==> config.mk <==
export PLATFORM = sky130hd
export DESIGN_NAME = int_to_decimal_ascii
export DESIGN_NICKNAME = d
export VERILOG_FILES = /design/src/sv/itda_pkg.sv /design/src/sv/itda_dabble.sv /design/src/sv/itda_ctrl.sv /design/src/sv/int_to_decimal_ascii.sv
export SDC_FILE = /design/constraint.sdc
export NUM_CORES = 1
export LEC_CHECK = 0
export BUFFER_PORTS_ARGS = -buffer_cell sky130_fd_sc_hd__buf_2
export CAP_MARGIN = 20
export CORE_ASPECT_RATIO = 0.6
export CORE_MARGIN = 3
export CORE_UTILIZATION = 28
export CTS_CLUSTER_SIZE = 28
export DETAILED_ROUTE_END_ITERATION = 8
export SETUP_SLACK_MARGIN = 0.3
export SYNTH_ARGS = -nofsm -noshare
export SYNTH_HDL_FRONTEND = slang
export SYNTH_HIERARCHICAL = 1
export SYNTH_SLANG_ARGS = --single-unit
==> constraint.sdc <==
create_clock -name clk -period 2.1 [get_ports clk]
set_input_delay 0 -clock clk [delete_from_list [all_inputs] [get_ports clk]]
set_output_delay 0 -clock clk [all_outputs]
set_load 0.02 [all_outputs]
==> src/sv/itda_pkg.sv <==
// itda_pkg: shared constants and types for the integer to decimal ascii block
// holds widths, character codes, sequencer states and the datapath control word
// no dependencies
`default_nettype none

package itda_pkg;

    localparam int VALUE_WIDTH = 32;
    localparam int NUM_DIGITS  = (VALUE_WIDTH * 30103) / 100000 + 1;
    localparam int BCD_WIDTH   = 4 * NUM_DIGITS;
    localparam int BIT_CNT_W   = $clog2(VALUE_WIDTH);
    localparam int DIG_CNT_W   = $clog2(NUM_DIGITS + 1);

    localparam logic [7:0] CHAR_MINUS = 8'd45;
    localparam logic [7:0] CHAR_ZERO  = 8'd48;

    localparam logic [3:0] DABBLE_LIMIT = 4'd5;
    localparam logic [3:0] DABBLE_ADD   = 4'd3;

    typedef enum logic [1:0] {
        ST_IDLE,
        ST_CONV,
        ST_SIGN,
        ST_DIGITS
    } itda_state_t;

    typedef struct packed {
        logic load;
        logic step;
        logic dshift;
    } itda_ctl_t;

endpackage

`default_nettype wire

==> src/sv/itda_dabble.sv <==
// itda_dabble: bit-serial shift-add-3 binary to bcd converter
// magnitude shifts out msb first into the bcd register, then digits shift out by four
// depends on itda_pkg
`default_nettype none

module itda_dabble (
    input  wire logic                              clk,
    input  wire itda_pkg::itda_ctl_t               ctl,
    input  wire logic [itda_pkg::VALUE_WIDTH-1:0]  mag,
    output logic [3:0]                             top_digit
);
    import itda_pkg::*;

    logic [VALUE_WIDTH-1:0] mag_reg, mag_next;
    logic [BCD_WIDTH-1:0]   bcd_reg, bcd_next;
    logic [BCD_WIDTH-1:0]   adj;

    always_comb
    begin
        adj = bcd_reg;
        for (int i = 0; i < NUM_DIGITS; i++)
        begin
            if (bcd_reg[4*i +: 4] >= DABBLE_LIMIT)
            begin
                adj[4*i +: 4] = bcd_reg[4*i +: 4] + DABBLE_ADD;
            end
        end
    end

    always_comb
    begin
        mag_next = mag_reg;
        bcd_next = bcd_reg;
        if (ctl.load)
        begin
            mag_next = mag;
            bcd_next = '0;
        end
        else if (ctl.step)
        begin
            bcd_next = {adj[BCD_WIDTH-2:0], mag_reg[VALUE_WIDTH-1]};
            mag_next = {mag_reg[VALUE_WIDTH-2:0], 1'b0};
        end
        else if (ctl.dshift)
        begin
            bcd_next = {bcd_reg[BCD_WIDTH-5:0], 4'b0000};
        end
    end

    always_ff @(posedge clk)
    begin
        mag_reg <= mag_next;
        bcd_reg <= bcd_next;
    end

    assign top_digit = bcd_reg[BCD_WIDTH-1 -: 4];

endmodule

`default_nettype wire

==> src/sv/itda_ctrl.sv <==
// itda_ctrl: sequencer for conversion and character output
// steps the converter, skips leading zeros, emits sign and digits with registered outputs
// depends on itda_pkg
`default_nettype none

module itda_ctrl (
    input  wire logic                 clk,
    input  wire logic                 rst_n,
    input  wire logic                 start,
    input  wire logic                 negative,
    input  wire logic [3:0]           top_digit,
    output logic                      busy,
    output itda_pkg::itda_ctl_t       ctl,
    output logic                      strobe,
    output logic [7:0]                char_code,
    output logic                      last,
    output logic [3:0]                byte_count
);
    import itda_pkg::*;

    itda_state_t          state_reg, state_next;
    logic [BIT_CNT_W-1:0] bit_reg, bit_next;
    logic [DIG_CNT_W-1:0] left_reg, left_next;
    logic [3:0]           cnt_reg, cnt_next;
    logic                 neg_reg, neg_next;
    logic                 started_reg, started_next;
    logic                 strobe_reg, strobe_next;
    logic [7:0]           char_reg, char_next;
    logic                 last_reg, last_next;
    logic [3:0]           bytes_reg, bytes_next;
    logic                 done;
    logic                 emit;

    assign done = (left_reg == DIG_CNT_W'(1));
    assign emit = started_reg || (top_digit != 4'd0) || done;

    // next state
    always_comb
    begin
        state_next = state_reg;
        unique case (state_reg)
            ST_IDLE:
            begin
                if (start)
                begin
                    state_next = ST_CONV;
                end
            end
            ST_CONV:
            begin
                if (bit_reg == BIT_CNT_W'(VALUE_WIDTH - 1))
                begin
                    state_next = neg_reg ? ST_SIGN : ST_DIGITS;
                end
            end
            ST_SIGN:
            begin
                state_next = ST_DIGITS;
            end
            ST_DIGITS:
            begin
                if (done)
                begin
                    state_next = ST_IDLE;
                end
            end
            default:
            begin
                state_next = ST_IDLE;
            end
        endcase
    end

    // outputs and counters
    always_comb
    begin
        ctl          = '0;
        bit_next     = bit_reg;
        left_next    = left_reg;
        cnt_next     = cnt_reg;
        neg_next     = neg_reg;
        started_next = started_reg;
        strobe_next  = 1'b0;
        char_next    = char_reg;
        last_next    = 1'b0;
        bytes_next   = 4'd0;
        unique case (state_reg)
            ST_IDLE:
            begin
                if (start)
                begin
                    ctl.load     = 1'b1;
                    bit_next     = '0;
                    left_next    = DIG_CNT_W'(NUM_DIGITS);
                    cnt_next     = 4'd0;
                    neg_next     = negative;
                    started_next = 1'b0;
                end
            end
            ST_CONV:
            begin
                ctl.step = 1'b1;
                bit_next = bit_reg + BIT_CNT_W'(1);
            end
            ST_SIGN:
            begin
                strobe_next = 1'b1;
                char_next   = CHAR_MINUS;
                cnt_next    = cnt_reg + 4'd1;
            end
            ST_DIGITS:
            begin
                ctl.dshift = 1'b1;
                left_next  = left_reg - DIG_CNT_W'(1);
                if (emit)
                begin
                    started_next = 1'b1;
                    strobe_next  = 1'b1;
                    char_next    = CHAR_ZERO + {4'b0000, top_digit};
                    cnt_next     = cnt_reg + 4'd1;
                    last_next    = done;
                    bytes_next   = done ? cnt_reg + 4'd1 : 4'd0;
                end
            end
            default:
            begin
                ctl = '0;
            end
        endcase
    end

    always_ff @(posedge clk or negedge rst_n)
    begin
        if (!rst_n)
        begin
            state_reg   <= ST_IDLE;
            strobe_reg  <= 1'b0;
            bit_reg     <= '0;
            left_reg    <= '0;
            cnt_reg     <= 4'd0;
            neg_reg     <= 1'b0;
            started_reg <= 1'b0;
        end
        else
        begin
            state_reg   <= state_next;
            strobe_reg  <= strobe_next;
            bit_reg     <= bit_next;
            left_reg    <= left_next;
            cnt_reg     <= cnt_next;
            neg_reg     <= neg_next;
            started_reg <= started_next;
        end
    end

    always_ff @(posedge clk)
    begin
        char_reg  <= char_next;
        last_reg  <= last_next;
        bytes_reg <= bytes_next;
    end

    assign busy       = (state_reg != ST_IDLE);
    assign strobe     = strobe_reg;
    assign char_code  = char_reg;
    assign last       = last_reg;
    assign byte_count = bytes_reg;

endmodule

`default_nettype wire

==> src/sv/int_to_decimal_ascii.sv <==
// int_to_decimal_ascii: signed integer to decimal ascii text, one character per word
// top level; depends on itda_pkg, itda_dabble and itda_ctrl
//
// A number is taken when start is high and busy is low. The block then shifts the
// VALUE_WIDTH-bit magnitude through the shift-add-3 converter, one bit per cycle,
// and then scans the NUM_DIGITS bcd digits (10) one per cycle, dropping leading
// zeros; a negative number first passes through a state for the minus sign.
// busy stays high until the last bcd digit has been scanned, so a new number can only
// be taken once the block is back in idle. Characters come out
// most significant first, each on the ports for exactly one cycle with strobe
// high; the receiver cannot stall them. The final character of a number has last
// high and byte_count holding the character count; byte_count is zero otherwise.
// The most negative input converts correctly through its unsigned magnitude.
`default_nettype none

module int_to_decimal_ascii (
    input  wire logic                              clk,
    input  wire logic                              rst_n,
    input  wire logic                              start,
    output logic                                   busy,
    input  wire logic signed [itda_pkg::VALUE_WIDTH-1:0] value,
    output logic                                   strobe,
    output logic [7:0]                             char_code,
    output logic                                   last,
    output logic [3:0]                             byte_count
);
    import itda_pkg::*;

    itda_ctl_t              ctl;
    logic [3:0]             top_digit;
    logic                   negative;
    logic [VALUE_WIDTH-1:0] mag;

    assign negative = value[VALUE_WIDTH-1];
    assign mag      = negative ? (~value + VALUE_WIDTH'(1)) : value;

    itda_dabble u_dabble (
        .clk       (clk),
        .ctl       (ctl),
        .mag       (mag),
        .top_digit (top_digit)
    );

    itda_ctrl u_ctrl (
        .clk        (clk),
        .rst_n      (rst_n),
        .start      (start),
        .negative   (negative),
        .top_digit  (top_digit),
        .busy       (busy),
        .ctl        (ctl),
        .strobe     (strobe),
        .char_code  (char_code),
        .last       (last),
        .byte_count (byte_count)
    );

    a_accept_busy: assert property (@(posedge clk) disable iff (!rst_n)
        (start && !busy) |=> busy)
        else $error("busy not raised after accepting a number");

    a_mid_word_busy: assert property (@(posedge clk) disable iff (!rst_n)
        (strobe && !last) |-> busy)
        else $error("non-final character while idle");

    a_count_on_last: assert property (@(posedge clk) disable iff (!rst_n)
        strobe |-> ((last && byte_count != 4'd0) || (!last && byte_count == 4'd0)))
        else $error("byte count does not match last flag");

    a_gap_after_last: assert property (@(posedge clk) disable iff (!rst_n)
        (strobe && last) |=> !strobe)
        else $error("character right after final character");

    a_step_only_converting: assert property (@(posedge clk) disable iff (!rst_n)
        ctl.step |-> (busy && !strobe))
        else $error("converter stepping outside conversion");

endmodule

`default_nettype wire

# After elaboration in Yosys (flattened, before gate mapping)
# Index checks and enable logic that the tools add are counted.
# op_classes
n_addsub	15
n_mul	0
n_div	0
n_lt_le_gt_ge	10
n_eq_ne	9
n_shift	0
mux	38
n_bitwise	1
reduce_logical	20
# ops
cell	count
$mux 32	3
$mux 40	2
$mux 4	12
$ge 4x3->1 const B	10
$add 4x2->4 const B	9
$add 32x2->32 const B	1
$not 32->32	1
$pmux 8 s2	1
$pmux 4 s3	1
$reduce_and 3->1	4
$reduce_bool 2->1	6
$pmux 5 s2	1
$reduce_and 2->1	5
$mux 1	8
$mux 8	1
$pmux 2 s4	1
$pmux 4 s2	1
$add 6x4->7 const A	1
$mux 2	3
$ne 2x1->1 const B	3
$add 5x1->5 const B	1
$eq 5x5->1 const B	1
$mux 5	1
$add 4x1->4 const B	1
12 further kinds	15
# word_totals
reg_bits	103
latch_bits	0
mem_bits_rw	0
rom_bits	0
input_bits	35
out_inout_bits	15
wordCells	105
n_memories	0

# Depth between registers and ports, before layout
# logic_depth
word_depth	5
depth_mapped	10
ltp_nobuf	7

# Modules after synthesis
# The synthesis kept the hierarchy.
# by_module_without_submodules
mod	instances	cells_per_inst	area_each_um2	seq_area_each_um2
itda_dabble	1	386	4042.6	1761.7
itda_ctrl	1	133	1445.1	700.7
int_to_decimal_ascii	1	101	769.5	0.0

# Worst setup path after synthesis
# Ideal clock, no wire load.
# synth_timing
path_kind	reg-to-reg
from	register u_ctrl.state_reg[0]
to	register u_dabble.mag_reg[0], enable pin
setup_ps	377
arrival_ps	1741
required_ps	1723
path_slack_ps	-18
path_stages_with_launch	9
path_cell_list	dfrtp_1 > inv_1 > ha_1 > nand2_1 > inv_1 > buf_2 > nor2_4 > inv_2 > buf_2
# synth_rtl
element	line	rtl
from (decl)	itda_ctrl.sv:21	itda_state_t state_reg, state_next;
from (signal assigned)	itda_ctrl.sv:146	state_reg <= state_next;
to (signal assigned)	itda_dabble.sv:52	mag_reg <= mag_next;
to (decl)	itda_dabble.sv:14	logic [VALUE_WIDTH-1:0] mag_reg, mag_next;

# Final worst setup path
# layout_timing
from	register u_ctrl.left_reg[0]
to	register u_ctrl.cnt_reg[1]
# layout_between
elab_chain_len	4
# layout_lines
element	line	rtl
from (decl)	itda_ctrl.sv:23	logic [DIG_CNT_W-1:0] left_reg, left_next;
from (signal assigned)	itda_ctrl.sv:149	left_reg <= left_next;
$eq 4x1->1	itda_ctrl.sv:34	assign done = (left_reg == DIG_CNT_W'(1));
$logic_or 1x1->1	itda_ctrl.sv:35	assign emit = started_reg || (top_digit != 4'd0) || done;
$ne 2x1->1 (no source line)	n/a	
$reduce_and 3->1 (no source line)	n/a	
to (signal assigned)	itda_ctrl.sv:150	cnt_reg <= cnt_next;
to (decl)	itda_ctrl.sv:24	logic [3:0] cnt_reg, cnt_next;
# Every way passes these cells.
# A chain may end at the register's enable or synchronous reset.

==> metrics <==
Fillers 2135; Root Buffer clkbuf_16; row count 41; Worst Skew 10.5 ps; Final nets 749; antenna cells 0; HP Class in2reg; Critical path destination u_ctrl/cnt_reg[1]; Routed WL 14500 µm; GR Layer Usage met1 19.1%; DR WL/cell 15.0 µm; minimum hold slack 48.0 ps; via count 4848; number of routed nets with antenna violations 0; Final setup viols 0; clock buffer depth 2; worst reg2reg path depth 6; Max Cap Violations 0; hold depth 4; Worst Tran Pin Value 650 ps; LEAKAGE 2.76 nW; fin worst setup slack 299 ps; Total GRT Usage 11.9%; period utilization 85.8%; Post-Syn Area 6260 µm²; FF-to-FF setup slack 300 ps; gpl congestion 0.784; critical path fanouts, max 5; # port buffers 46; most common cell after layout, fill and taps aside buf_2; Tmin final 1800 ps; GRT met2 Usage 16.2%; clock-pin slew on the worst setup and hold paths 70 ps; FF-to-FF Start u_ctrl/left_reg[0]; Die Span X 199 µm; Post-synth ARST share 18.0%; Post-Layout Inst Area 7430 µm²; Final Max Tran Viols 0; vias in the first global route 4458; share of cells above drive strength 1 21.4%; First-pass DRT Iterations 5; pre-CTS setup slack 124 ps; status finished clean; Clock H-tree levels 3; CTS tree yes; largest net degree at the start of global routing 49; Syn Inst Count 620; initial antenna violation count 0; Critical Path AT 2040 ps; area occupied by multi-input gates 3520 µm²; post-synth top area cell edfxtp_1; I/O pin count 50; Vias/cell 5.02; Register Area 2460 µm²; Most Crowded Layer GR met1; Yosys top cell area share 17.8%; Core Region 21500 µm²; final core occ 34.6%; Avg Inst Size Synth 10.1 µm²; main flop type after synthesis dfxtp_1; DRC 0; Fmax 0.555 GHz; CTS sink count 100; Non-Filler Instances 966; synth-to-layout area growth 18.7%; distinct cell type count after synthesis 63; most frequent cells in the layout buf_2, dfxtp_1, edfxtp_1, mux2_1; register area share after synthesis 39.4%; Syn. warnings 6; R2R Path End u_ctrl/cnt_reg[1]; required time worst endpoint 2340 ps; clk_lat worst skew 350 ps; Worst slew margin 56.7%; Die H 122 µm; Initial DRC Count 355; Cell Pwr Density 1460 nW/µm²; DP Area 6830 µm²; Startpoint Class register; Num CTS Buffers 9; RSZ-0062 raised after global routing true; placed cell count 925; Crit. Startpoint u_ctrl/left_reg[0]; synth top area cells edfxtp_1, dfxtp_1, dfrtp_1; max FFs per register 40; GRT overflow 0; HPWL Detailed 9800 µm; Setup TNS Final 0 ps; full die area 24200 µm²; Final Hold Vio Count 0; Crit. End Element register; first-pass GRT wire length 23500 µm; Crit Path Class reg2reg; Tot Pwr 10.8 mW; flops & latches, synth 100; EDFF count, synth 37; met3 global-route usage 2.49%; Initial Utilization 29.1%; worst vdd ir 0.774 mV
layer usage:
layer	up-vias	routed length [µm]
li1	2424	-
met1	2320	7840
met2	94	5840
met3	10	673
met4	0	110
met5	-	0
how the worst min path moves through the flow:
stage | start | to | slack [ps]
after global routing | start | u_ctrl/neg_reg | 60
after CTS | start | u_ctrl/left_reg[3] | 40
after global placement | rst_n | u_ctrl/strobe | -40
after floorplan | rst_n | u_ctrl/bit_reg[0] | -300
final | start | u_ctrl/left_reg[3] | 50
after detailed placement | rst_n | u_ctrl/strobe | -40
what timing repair did:
| action | 4_1_cts | 5_1_grt |
|---|---|---|
| pin swaps | 3 | 3 |
| cloned | 1 | 0 |
| buffers inserted | 10 | 12 |
| endpoints found under the setup margin | 95 | 76 |
| resized for setup | 10 | 8 |
| hold buffers | 2 | 0 |
| endpoints found under the hold margin | 19 | 0 |
cell type report:
type | instances | share of cell area (%)
Clock buffer | 13 | 3.79
Clock inverter | 3 | 0.573
Inverter | 32 | 1.73
Sequential cell | 100 | 33.2
Multi-Input combinational cell | 451 | 47.4
Timing Repair Buffer | 88 | 8.62
Tap cell | 279 | 4.70
cell usage after synthesis, drive strengths merged, types with 18 or more instances:
cell / number
nand2b: 20
a211oi: 19
nor2: 37
dfxtp: 45
buf: 30
edfxtp: 37
ha: 32
xnor2: 29
nand4b: 20
dfrtp: 18
inv: 32
nand2: 36
a21oi: 33
o21ai: 38
nor3b: 21
mux2: 39
report_power, final:
group,internal (mW),switching (mW),leakage [nW],total [mW]
clock,1.06,0.749,0.157,1.81
sequential,3.09,0.667,0.956,3.76
combinational,2.37,2.88,1.64,5.25
total,6.53,4.29,2.76,10.8
worst max-delay path: stages, from the launching register on:
cell and delay [ps]:
dfrtp_1 420, ha_2 190, nor3b_4 140, buf_6 130
nor3_4 190, mux2_4 310, a221o_1 300
cells by family after synthesis:
logic type | synth area share (%)
and+or+nand+nor | 18.5
xor gates and xnor gates | 4.20
DFF | 39.4
AOI/OAI and AO/OA | 16.4
buffers and inverters | 5.48
muxes | 9.48
adders and majority gates | 6.40
other | 0.120
Note: power is estimated with default switching activity, not from simulation.
